<file path="src/sv/bht_pkg.sv">
`timescale 1ns / 1ps
// ----------------------------------------------------------------------------
// bht_pkg
// Shared types, constants and the counter update rule of the button hold
// tracker.
// ----------------------------------------------------------------------------
package bht_pkg;

	localparam int BUTTON_COUNT = 7;
	localparam int BTN_IDX_W    = (BUTTON_COUNT > 1) ? $clog2(BUTTON_COUNT) : 1;
	localparam int PIN_BITS     = 6;
	localparam int QUERY_W      = 3;
	localparam int MASK_W       = 7;
	localparam int CNT_W        = 8;
	localparam int CMP_W        = (BTN_IDX_W > QUERY_W) ? BTN_IDX_W : QUERY_W;
	localparam int IDX_LEFT     = 0;
	localparam int IDX_RIGHT    = 2;
	localparam int CFG_IDX_W    = 1;

	localparam logic [CNT_W-1:0] MARK_RELEASED = 8'hFF;
	localparam logic [CNT_W-1:0] COUNT_MAX     = 8'd254;

	localparam logic [CFG_IDX_W-1:0] REG_HOLD_TARGET   = 1'd0;
	localparam logic [CFG_IDX_W-1:0] REG_REPEAT_PERIOD = 1'd1;

	typedef logic [CNT_W-1:0]     cnt_t;
	typedef logic [BTN_IDX_W-1:0] btn_idx_t;
	typedef logic [MASK_W-1:0]    mask_t;

	typedef enum logic [2:0] {
		S_IDLE,
		S_READ,
		S_CALC,
		S_REM,
		S_FINISH
	} state_t;

	// Counter step for one physical button on one tick.
	function automatic cnt_t next_count(input cnt_t c, input logic down);
		cnt_t r;
		if (down) begin
			if (c == MARK_RELEASED) r = '0;
			else if (c >= COUNT_MAX) r = COUNT_MAX;
			else r = c + cnt_t'(1);
		end else begin
			if (c == '0 || c == MARK_RELEASED) r = '0;
			else r = MARK_RELEASED;
		end
		return r;
	endfunction

endpackage

</file>
<file path="src/sv/bht_ram.sv">
`timescale 1ns / 1ps
// ----------------------------------------------------------------------------
// bht_ram
// Simple dual-port RAM, one write and one registered read per cycle.
// ----------------------------------------------------------------------------
module bht_ram #(
	parameter int DEPTH  = 7,
	parameter int WIDTH  = 8,
	parameter int ADDR_W = (DEPTH > 1) ? $clog2(DEPTH) : 1
) (
	input  logic              clk,
	input  logic              wr_en,
	input  logic [ADDR_W-1:0] wr_addr,
	input  logic [WIDTH-1:0]  wr_data,
	input  logic              rd_en,
	input  logic [ADDR_W-1:0] rd_addr,
	output logic [WIDTH-1:0]  rd_data
);

	logic [WIDTH-1:0] mem_q [DEPTH];
	logic [WIDTH-1:0] rd_data_q;

	always_ff @(posedge clk) begin
		if (wr_en) begin
			mem_q[wr_addr] <= wr_data;
		end
	end

	always_ff @(posedge clk) begin
		if (rd_en) begin
			rd_data_q <= mem_q[rd_addr];
		end
	end

	assign rd_data = rd_data_q;

endmodule

</file>
<file path="src/sv/bht_rem.sv">
`timescale 1ns / 1ps
// ----------------------------------------------------------------------------
// bht_rem
// Restoring remainder unit, one quotient bit per cycle.
// ----------------------------------------------------------------------------
module bht_rem (
	input  logic        clk,
	input  logic        arst_n,
	input  logic        start,
	input  bht_pkg::cnt_t dividend,
	input  bht_pkg::cnt_t divisor,
	output logic        busy,
	output bht_pkg::cnt_t remainder
);
	import bht_pkg::*;

	localparam int STEP_W = $clog2(CNT_W + 1);

	logic [STEP_W-1:0] steps_q;
	cnt_t              dvd_q;
	cnt_t              rem_q;
	logic [CNT_W:0]    trial;
	logic [CNT_W:0]    diff;

	// shift in the next dividend bit and try the subtraction
	assign trial = {rem_q, dvd_q[CNT_W-1]};
	assign diff  = trial - {1'b0, divisor};

	always_ff @(posedge clk or negedge arst_n) begin
		if (!arst_n) begin
			steps_q <= '0;
		end else if (start) begin
			steps_q <= STEP_W'(CNT_W);
		end else if (steps_q != '0) begin
			steps_q <= steps_q - STEP_W'(1);
		end
	end

	always_ff @(posedge clk) begin
		if (start) begin
			dvd_q <= dividend;
			rem_q <= '0;
		end else if (steps_q != '0) begin
			dvd_q <= {dvd_q[CNT_W-2:0], 1'b0};
			// the remainder stays below the divisor, so the low bits suffice
			rem_q <= (trial >= {1'b0, divisor}) ? diff[CNT_W-1:0] : trial[CNT_W-1:0];
		end
	end

	assign busy      = (steps_q != '0);
	assign remainder = rem_q;

endmodule

</file>
<file path="src/sv/button_hold_tracker_core.sv">
`timescale 1ns / 1ps
// ----------------------------------------------------------------------------
// button_hold_tracker_core
// Per-button hold counters kept in a small RAM, updated once per scan beat.
// ----------------------------------------------------------------------------
// Each button takes a RAM read, a write-back, an 8-step remainder for the
//   auto-repeat test and a fold into the masks; the finish state then
//   loads the output register.
// Beats: a new beat is accepted only in the idle state, once the last one
//   is through; it is accepted while the previous result still waits in
//   the output register.
// Reset: arst_n clears the control state, the entry valid bits (all counters
//   read as idle), hold_target to 0 and repeat_period to 1.
// ----------------------------------------------------------------------------
module button_hold_tracker_core (
	input  logic                          clk,
	input  logic                          arst_n,
	// configuration
	input  logic                          cfg_we,
	input  logic [bht_pkg::CFG_IDX_W-1:0] cfg_index,
	input  logic [bht_pkg::CNT_W-1:0]     cfg_data,
	// input beats
	input  logic                          in_valid,
	output logic                          in_ready,
	input  logic [bht_pkg::PIN_BITS-1:0]  pin_levels,
	input  logic [bht_pkg::QUERY_W-1:0]   query_button,
	// result beats
	output logic                          out_valid,
	input  logic                          out_ready,
	output bht_pkg::mask_t                pressed_mask,
	output bht_pkg::mask_t                released_mask,
	output bht_pkg::mask_t                held_mask,
	output bht_pkg::mask_t                repeat_mask,
	output bht_pkg::cnt_t                 hold_time
);
	import bht_pkg::*;

	// configuration registers
	cnt_t hold_target_q;
	cnt_t repeat_period_q;

	// sequencer
	state_t   state_q, state_d;
	btn_idx_t btn_q;
	logic     last_btn;

	// captured input beat
	logic [PIN_BITS-1:0] levels_q;
	logic [QUERY_W-1:0]  query_q;

	// counter storage: the RAM plus one valid bit per entry so that
	// unwritten entries read as idle after reset
	logic [BUTTON_COUNT-1:0] valid_q;
	cnt_t                    rd_data;
	cnt_t                    cur_cnt;
	cnt_t                    nxt_cnt;
	cnt_t                    nxt_cnt_q;
	logic                    down;

	// combo bookkeeping
	logic left_one_q;
	logic right_one_q;

	// remainder unit
	cnt_t rem;
	logic rem_busy;

	// accumulators and output register
	mask_t pm_acc_q, rm_acc_q, hm_acc_q, am_acc_q;
	cnt_t  ht_acc_q;
	mask_t bit_sel;
	logic  rep_bit;
	logic  held_bit;

	logic out_valid_q;
	mask_t pm_q, rm_q, hm_q, am_q;
	cnt_t  ht_q;

	// control strobes
	logic accept;
	logic rd_en;
	logic wr_en;
	logic rem_start;
	logic acc_en;
	logic out_load;

	// ------------------------------------------------------------------------
	// Configuration: to be written by the user only while idle, so no hazard with the datapath; not enforced here.
	// ------------------------------------------------------------------------
	always_ff @(posedge clk or negedge arst_n) begin
		if (!arst_n) begin
			hold_target_q   <= '0;
			repeat_period_q <= cnt_t'(1);
		end else if (cfg_we) begin
			unique case (cfg_index)
				REG_HOLD_TARGET:   hold_target_q   <= cfg_data;
				REG_REPEAT_PERIOD: repeat_period_q <= cfg_data;
				default: ;
			endcase
		end
	end

	// ------------------------------------------------------------------------
	// Sequencer: for each button, read the counter, compute and write back
	// the new count, then run the remainder and fold the flags into the
	// masks. The virtual combo button is last, after left and right.
	// ------------------------------------------------------------------------
	assign accept   = in_valid && in_ready;
	assign last_btn = (btn_q == btn_idx_t'(BUTTON_COUNT - 1));

	always_comb begin
		state_d = state_q;
		unique case (state_q)
			S_IDLE:   if (in_valid) state_d = S_READ;
			S_READ:   state_d = S_CALC;
			S_CALC:   state_d = S_REM;
			S_REM:    if (!rem_busy) state_d = last_btn ? S_FINISH : S_READ;
			S_FINISH: if (!out_valid_q || out_ready) state_d = S_IDLE;
			default:  state_d = S_IDLE;
		endcase
	end

	always_comb begin
		in_ready  = 1'b0;
		rd_en     = 1'b0;
		wr_en     = 1'b0;
		rem_start = 1'b0;
		acc_en    = 1'b0;
		out_load  = 1'b0;
		unique case (state_q)
			S_IDLE:   in_ready = 1'b1;
			S_READ:   rd_en = 1'b1;
			S_CALC: begin
				wr_en     = 1'b1;
				rem_start = 1'b1;
			end
			S_REM:    acc_en = !rem_busy;
			S_FINISH: out_load = !out_valid_q || out_ready;
			default: ;
		endcase
	end

	always_ff @(posedge clk or negedge arst_n) begin
		if (!arst_n) begin
			state_q <= S_IDLE;
			btn_q   <= '0;
		end else begin
			state_q <= state_d;
			if (accept) begin
				btn_q <= '0;
			end else if (acc_en && !last_btn) begin
				btn_q <= btn_q + btn_idx_t'(1);
			end
		end
	end

	always_ff @(posedge clk) begin
		if (accept) begin
			levels_q <= pin_levels;
			query_q  <= query_button;
		end
	end

	// ------------------------------------------------------------------------
	// Counter RAM. Each entry is read and written once per beat, and the
	// write of one entry lands before any later read of it, so no
	// forwarding is needed.
	// ------------------------------------------------------------------------
	bht_ram #(
		.DEPTH (BUTTON_COUNT),
		.WIDTH (CNT_W)
	) u_ram (
		.clk     (clk),
		.wr_en   (wr_en),
		.wr_addr (btn_q),
		.wr_data (nxt_cnt),
		.rd_en   (rd_en),
		.rd_addr (btn_q),
		.rd_data (rd_data)
	);

	always_ff @(posedge clk or negedge arst_n) begin
		if (!arst_n) begin
			valid_q <= '0;
		end else if (wr_en) begin
			valid_q[btn_q] <= 1'b1;
		end
	end

	assign cur_cnt = valid_q[btn_q] ? rd_data : '0;

	// buttons past the pin field read as not pressed
	assign down = (32'(btn_q) < 32'(PIN_BITS)) &&
		(((levels_q >> btn_q) & PIN_BITS'(1)) == '0);

	// combo reads 1 only when left and right both show their first tick
	always_comb begin
		if (last_btn) begin
			nxt_cnt = (left_one_q && right_one_q) ? cnt_t'(1) : '0;
		end else begin
			nxt_cnt = next_count(cur_cnt, down);
		end
	end

	always_ff @(posedge clk) begin
		if (wr_en) begin
			nxt_cnt_q <= nxt_cnt;
		end
	end

	// ------------------------------------------------------------------------
	// Auto-repeat remainder of the new count by the period.
	// ------------------------------------------------------------------------
	bht_rem u_rem (
		.clk       (clk),
		.arst_n    (arst_n),
		.start     (rem_start),
		.dividend  (nxt_cnt),
		.divisor   (repeat_period_q),
		.busy      (rem_busy),
		.remainder (rem)
	);

	// ------------------------------------------------------------------------
	// Flag accumulation.
	// ------------------------------------------------------------------------
	// buttons beyond the mask width shift out and leave no bit
	assign bit_sel  = mask_t'(1) << btn_q;
	assign held_bit = ({1'b0, nxt_cnt_q} == ({1'b0, hold_target_q} + 9'd1));

	always_comb begin
		if (nxt_cnt_q == MARK_RELEASED) rep_bit = 1'b0;
		else if (repeat_period_q <= cnt_t'(1)) rep_bit = (nxt_cnt_q != '0);
		else rep_bit = (rem == cnt_t'(1));
	end

	always_ff @(posedge clk) begin
		if (accept) begin
			pm_acc_q    <= '0;
			rm_acc_q    <= '0;
			hm_acc_q    <= '0;
			am_acc_q    <= '0;
			ht_acc_q    <= '0;
			left_one_q  <= 1'b0;
			right_one_q <= 1'b0;
		end else if (acc_en) begin
			if (nxt_cnt_q == cnt_t'(1))    pm_acc_q <= pm_acc_q | bit_sel;
			if (nxt_cnt_q == MARK_RELEASED) rm_acc_q <= rm_acc_q | bit_sel;
			if (held_bit)                  hm_acc_q <= hm_acc_q | bit_sel;
			if (rep_bit)                   am_acc_q <= am_acc_q | bit_sel;
			// report the queried button; the marker reads as zero
			if (CMP_W'(query_q) == CMP_W'(btn_q) && nxt_cnt_q != MARK_RELEASED) begin
				ht_acc_q <= nxt_cnt_q;
			end
			if (btn_q == btn_idx_t'(IDX_LEFT)) left_one_q <= (nxt_cnt_q == cnt_t'(1));
			if (btn_q == btn_idx_t'(IDX_RIGHT)) right_one_q <= (nxt_cnt_q == cnt_t'(1));
		end
	end

	// ------------------------------------------------------------------------
	// Output register: hold the result beat until it is taken.
	// ------------------------------------------------------------------------
	always_ff @(posedge clk or negedge arst_n) begin
		if (!arst_n) begin
			out_valid_q <= 1'b0;
		end else if (out_load) begin
			out_valid_q <= 1'b1;
		end else if (out_ready) begin
			out_valid_q <= 1'b0;
		end
	end

	always_ff @(posedge clk) begin
		if (out_load) begin
			pm_q <= pm_acc_q;
			rm_q <= rm_acc_q;
			hm_q <= hm_acc_q;
			am_q <= am_acc_q;
			ht_q <= ht_acc_q;
		end
	end

	assign out_valid     = out_valid_q;
	assign pressed_mask  = pm_q;
	assign released_mask = rm_q;
	assign held_mask     = hm_q;
	assign repeat_mask   = am_q;
	assign hold_time     = ht_q;

endmodule
</file>
<file path="config.mk">
export PLATFORM = sky130hd
export DESIGN_NAME = button_hold_tracker_core
export DESIGN_NICKNAME = d
export VERILOG_FILES = /design/src/sv/bht_pkg.sv /design/src/sv/bht_ram.sv /design/src/sv/bht_rem.sv /design/src/sv/button_hold_tracker_core.sv
export SDC_FILE = /design/constraint.sdc
export NUM_CORES = 1
export LEC_CHECK = 0
export ABC_AREA = 1
export ABC_CLOCK_PERIOD_IN_PS = 3900
export BUFFER_PORTS_ARGS = -buffer_cell sky130_fd_sc_hd__buf_2
export CAP_MARGIN = 0
export CORE_UTILIZATION = 57
export DETAILED_ROUTE_END_ITERATION = 7
export GPL_ROUTABILITY_DRIVEN = 0
export HOLD_SLACK_MARGIN = 0.05
export PLACE_DENSITY = 0.76
export SETUP_SLACK_MARGIN = 0.02
export SLEW_MARGIN = 15
export SYNTH_ARGS = -nofsm -noshare
export SYNTH_HDL_FRONTEND = slang
export SYNTH_HIERARCHICAL = 1
export SYNTH_SLANG_ARGS = --single-unit
</file>
<file path="constraint.sdc">
create_clock -name clk -period 3.9 [get_ports clk]
set_clock_uncertainty 0.05 [all_clocks]
set_input_delay 0.78 -clock clk [delete_from_list [all_inputs] [get_ports clk]]
set_output_delay 0.78 -clock clk [all_outputs]
set_load 0.005 [all_outputs]
</file>
==> flow_metrics.tcl, run 1 <==
set metrics [dict create \
    power_switching_uw 3320 \
    period_minus_slack_ps 3240 \
    synth_fp_nets 974 \
    synth_cells 932 \
    status "completed" \
    crit_slowest_cell "dfrtp_1" \
    dp_hpwl_um 13700 \
    crit_buf_inv 3 \
    floorplan.initialDensity 0.593 \
    place_area_mm2 0.00965 \
    finalMaxSlewViolations 0 \
    final_hold_viol_count 0 \
    relSlewSlack 0.278 \
    overflow 0 \
    start_kind "register" \
    antenna_found_initial 0 \
    dr_wl_met2_um 10100 \
    drive_gt1_frac 0.161 \
    wl_per_cell_um 16.9 \
    io_pins 61 \
    cellInternalPower_uw 5340 \
    tightestPinTransition_ps 1080 \
    crit_top_cell "nand2_1" \
    cts_resized 0 \
    core_mm2 0.0154 \
    power_density_mw_per_mm2 838 \
    peakVddDrop_uv 511 \
    synth-seq-area-share 0.604 \
    yosysMostFrequentCell "nand2_1" \
    drtIter0Drc 556 \
    seqPwrFrac 0.417 \
    setup_tns_ps 0 \
    crit_fanout 14 \
    dp.cells 1190 \
    critPathCaptureType "register" \
    antenna_cells 0 \
    final_cells 1226 \
    synth_area_mm2 0.00916 \
    cts_setup_buffers 0 \
    ys_ff_latch 205 \
    cpPeakStageDelay_ps 700 \
    cts_hold_buf 0 \
    fin_area_mm2 0.0103 \
    synth.avg_cell_area_um2 9.82 \
    top_layer_used "met4" \
    clk_pin_slew_worst_paths_ps 70 \
    yosysWarningCount 6 \
    clockBufferDepth 3 \
    pwr-share-comb 0.356 \
    clock-sinks 205 \
    wl_um 20700 \
    nets 1043 \
    crit_required_ps 4210 \
    track_usage 0.258 \
    synth_top_area_cell "edfxtp_1" \
    fp.dieW_um 129 \
    rows 45 \
    power_leakage_uw 0.00453 \
    grt_pass1_vias 6380 \
    area_growth_pct 12.9 \
    wl_met1_um 8890 \
    synthTopCellsByArea "edfxtp_1 (41%), dfxtp_1 (10%), dfrtp_1 (9.0%)" \
    clock.fmax_mhz 309 \
    pwr-share-clk 0.227 \
    yosys.area.top_type_share 0.410 \
    ys.flop_type "edfxtp_1" \
    netlist_top_cells_count "nand2_1 (220), edfxtp_1 (125), inv_1 (118)" \
    path_cells "nor2_1 -> nand3_1 -> nand2_1 -> inv_2 -> nand2_4 -> nand2_1 -> inv_1 -> ha_1 -> inv_1 -> nor2_4 -> nand2_2 -> nand2_1 -> nand2_1 -> nand2_2 -> a21oi_1 -> nand2_1 -> nand2_1" \
    h-tree-depth 1 \
    fin_crit_sh 0.831 \
    clk_root_buffer_cell "clkbuf_16" \
    grt_first_pass_wirelength_um 32600 \
    maxCapViolations 0 \
    antenna_left 0 \
    hold_class "in -> async" \
    clk_latency_ps 500 \
    arrival_ps 3550 \
    critPathTopFamily "simple AND/OR/NAND/NOR gates" \
    synth_edf_count 125 \
    post-route-drc-count 0 \
    ys_types 49 \
    vias 6584 \
    async_reset_ff_frac 0.166 \
    cts_buffers 20 \
    cts_tree "yes" \
    finalSetupViolCount 0 \
    dieHeight_um 129 \
    switching_share 0.383 \
    met3_length_um 1260 \
    dieArea_mm2 0.0166 \
    firstDrtPassIters 5 \
    grt_max_degree 37 \
    rsz0062_at_grt "no" \
    path_class "reg -> reg" \
    placement.io_buffers 60 \
    via_per_inst 5.37 \
]
[cell usage in the layout, fill, tap and decap left out, types with 6 or more instances in the layout]
| cell type | n |
|---|---|
| buf_2 | 60 |
| a21oi_1 | 49 |
| inv_2 | 13 |
| clkbuf_16 | 21 |
| nor2_2 | 9 |
| inv_1 | 118 |
| nand2_1 | 220 |
| nand2_2 | 10 |
| nand3_1 | 73 |
| xor2_1 | 10 |
| nor2_4 | 8 |
| edfxtp_1 | 125 |
| nand4_1 | 16 |
| o21ai_0 | 27 |
| buf_4 | 9 |
| dfrtp_1 | 33 |
| nand3b_1 | 8 |
| xnor2_1 | 9 |
| nor2_1 | 63 |
| dfxtp_1 | 46 |
| or2_2 | 6 |
| ha_1 | 18 |
[logic make-up after synthesis]
logic type | after synthesis | synth area share
AOI/OAI and AO/OA | 90 | 0.0529
xor gates and xnor gates | 19 | 0.0182
adders and majority gates | 19 | 0.0268
buffers and inverters | 155 | 0.0711
DFF | 205 | 0.604
and+or+nand+nor | 444 | 0.227
[worst reg2reg max path, delay by kind of cell (launching register included)]
family / cells / cell delay (ps)
simple gates: 12 / 1250
flops: 1 / 700
compound gates: 1 / 610
buf+inv: 3 / 270
fa+ha+maj: 1 / 250
[per-layer routing]
metal | up-vias | global-route usage
met4 | 0 | 0.0657
met2 | 221 | 0.440
li1 | 3198 | -
met5 | - | 0
met3 | 36 | 0.0383
met1 | 3129 | 0.347
[final cells by class]
class | count | area (µm²)
repair buffers | 69 | 368
flip-flops and latches | 205 | 5530
inverters | 133 | 502
multi-input cells | 572 | 2990
well taps | 211 | 264
clock inverters | 5 | 66.3
fillers | 1218 | 5090
clock buffers | 31 | 613
[registers in the layout, indices dropped and copies added, names as in the netlist, 3 cells and up]
name and count:
u_ram/mem_q 56, hold_target_q 8, hold_time 8, ht_acc_q 8, nxt_cnt_q 8, repeat_period_q 8
u_ram/rd_data 8, u_rem/dvd_q 8, u_rem/remainder 8, am_acc_q 7, held_mask 7, hm_acc_q 7
pm_acc_q 7, pressed_mask 7, released_mask 7, repeat_mask 7, rm_acc_q 7, valid_q 7
levels_q 6, u_rem/steps_q 4, btn_q 3, query_q 3, state_q 3
[power by group through the flow]
stage / sequential [µW] / clock, µW / combinational [µW]
3_3_place_gp: 3630 / 0 / 2920
5_1_grt: 3660 / 2060 / 3460
4_1_cts: 3600 / 1980 / 3060
3_5_place_dp: 3630 / 0 / 3020
6_report: 3610 / 1970 / 3090
2_1_floorplan: 3500 / 0 / 2380
[through the flow]
step	utilization	setup slack, ps	hold slack [ps]	power, µW
6_report	0.670	659	350	8660
5_1_grt	0.670	380	383	9180
4_1_cts	0.670	664	358	8640
3_5_place_dp	0.626	727	363	6640
3_3_place_gp	0.626	913	360	6540
2_1_floorplan	-	1070	358	5880
[worst paths after layout]
check                            start          endpoint  slack [ps]  cells after the start
max                           btn_q[1]    u_rem/dvd_q[1]         660                     17
min                             arst_n  hold_target_q[5]         350                      1
max reg2reg                   btn_q[1]    u_rem/dvd_q[1]         660                     17
min reg2reg                pm_acc_q[3]   pressed_mask[3]         370                      0
max in group asynchronous       arst_n        valid_q[5]        2880                      1
min in group clk           pm_acc_q[3]   pressed_mask[3]         370                      0
No activity file was read; power rests on OpenSTA's default activity.
==> run 2: changes to the inputs <==
- ABC_CLOCK_PERIOD_IN_PS: 3900 -> 2600
- CORE_UTILIZATION: 57 -> 55
- clock period: 3.9 -> 2.6 ns (I/O delays scaled with it)
==> flow_metrics.tcl, run 2 (synthesized netlist as in run 1, its figures left out) <==
set metrics [dict create \
    status "completed" \
    antenna_found_initial 0 \
    placement.io_buffers 60 \
    maxCapViolations 0 \
    arrival_ps 2790 \
    hold_class "in -> async" \
    via_per_inst 5.22 \
    largest_register_ffs 56 \
    grt_first_pass_wirelength_um 30600 \
    vias 6573 \
    utilization 0.659 \
    cts_buffers 20 \
    layout_commonest_cell "nand2_1" \
    rsz0062_at_grt "yes" \
    grt_max_degree 43 \
    track_usage 0.235 \
    reg2reg_from "btn_q[1]" \
    dieArea_mm2 0.0172 \
    r2r_end "u_rem/dvd_q[6]" \
    top_register "u_ram/mem_q" \
    cts_tree "yes" \
    peakVddDrop_uv 659 \
    crit_slowest_cell "dfrtp_2" \
    firstDrtPassIters 5 \
    rows 46 \
    relSlewSlack 0.447 \
    reg2reg_slack_ps 120 \
    io_pins 61 \
    period_minus_slack_ps 2480 \
    path_cells "inv_2 -> nor2_2 -> buf_4 -> inv_1 -> nor2_1 -> nand2_1 -> nand4_1 -> or2_2 -> inv_1 -> nand3_1 -> a21oi_1 -> buf_4 -> nand2_1 -> nand2_1" \
    antenna_cells 0 \
    tightestPinTransition_ps 830 \
    holdWs_ps 80.3 \
    cpPeakStageDelay_ps 480 \
    r2r_cells 14 \
    nets 1070 \
    critPathCaptureType "register" \
    cp-startpoint "btn_q[1]" \
    final_cell_mix "nand2_1 (217), edfxtp_1 (125), inv_1 (118), nand3_1 (73)" \
    clock.fmax_mhz 403 \
    clk_root_buffer_cell "clkbuf_16" \
    crit_required_ps 2910 \
    core_mm2 0.0161 \
    fp.dieW_um 131 \
    fin_crit_sh 0.955 \
    clk_latency_ps 490 \
    clockBufferDepth 3 \
    antenna_left 0 \
    dieHeight_um 131 \
    dp_hpwl_um 13500 \
    power_density_mw_per_mm2 1260 \
    h-tree-depth 1 \
    finalSetupViolCount 0 \
    cp-endpoint "u_rem/dvd_q[6]" \
    start_kind "register" \
    crit_top_cell "nand2_1" \
    post-route-drc-count 0 \
    crit_fanout 9 \
    cts_hold_buf 0 \
    wl_per_cell_um 15.8 \
    finalMaxSlewViolations 0 \
    drive_gt1_frac 0.192 \
    floorplan.initialDensity 0.570 \
    overflow 0 \
    final_hold_viol_count 0 \
    drtIter0Drc 542 \
    power_leakage_uw 0.00465 \
    wl_um 19900 \
    clk_pin_slew_worst_paths_ps 60 \
    grt_pass1_vias 6218 \
    clock-sinks 205 \
    path_class "reg -> reg" \
    area_growth_pct 15.6 \
]
[run 2: changes by cell type in the layout (fill, tap and decap cells not counted), moves of 3 or more]
cell      before  now
clkbuf_8       5    2
a21oi_4        0    3
a21oi_1       49   44
nor2_1        63   60
buf_4          9   34
clkinv_2       0    3
nand2_1      220  217
[run 2: cell type report]
cell class                      instances  area (µm²)
Clock buffer                           29         554
Clock inverter                          7        68.8
Fill cell                            1205        5470
Inverter                              133         502
Multi-Input combinational cell        572        3070
Sequential cell                       205        5530
Tap cell                              216         270
Timing Repair Buffer                   96         596
[run 2: per-stage QoR]
step / power (µW) / setup TNS, ps / cell area (µm²) / std cells / worst slack, ps
after detailed placement: 10300 / -332 / 9880 / 1221 / -53.2
after CTS: 13100 / 0 / 10500 / 1257 / 48.5
after global placement: 10100 / 0 / 9880 / 1221 / 70.3
final: 13300 / 0 / 10600 / 1258 / 118
after floorplan: 8820 / -85.0 / 9160 / 932 / -28.3
after global routing: 14200 / 0 / 10600 / 1258 / 0.139
[run 2: critical path, delay by kind of cell (launching register included)]
family | cells | cell delay (ps)
buf+inv | 5 | 830
flops | 1 | 480
simple gates | 8 | 860
compound gates | 1 | 140
[run 2: metal layers]
metal	up-vias	wire, µm	share of wire	GRT usage
met1	3085	8620	0.43	0.317
met2	200	9690	0.49	0.401
met5	-	0	0	0
met3	28	1220	0.062	0.0338
met4	0	339	0.017	0.0581
li1	3260	-	-	-
[run 2: how the worst min path moves through the flow]
stage           startpoint            endpoint  slack, ps
2_1_floorplan       arst_n            btn_q[0]        170
3_3_place_gp   hm_acc_q[3]        held_mask[3]        360
3_5_place_dp   hm_acc_q[6]        held_mask[6]        370
4_1_cts             arst_n  repeat_period_q[7]        100
5_1_grt             arst_n  repeat_period_q[7]        130
6_report            arst_n    hold_target_q[7]         80
[run 2: timing repair]
item,CTS,global route
pin swaps,0,2
resized for setup,4,16
cloned,0,0
buffers inserted,0,1
setup endpoints to repair,28,43
[run 2: power by group]
group / switching (µW) / internal (µW) / total, µW
logic: 3400 / 1790 / 5200
registers: 528 / 4840 / 5370
clock network: 1140 / 1590 / 2730
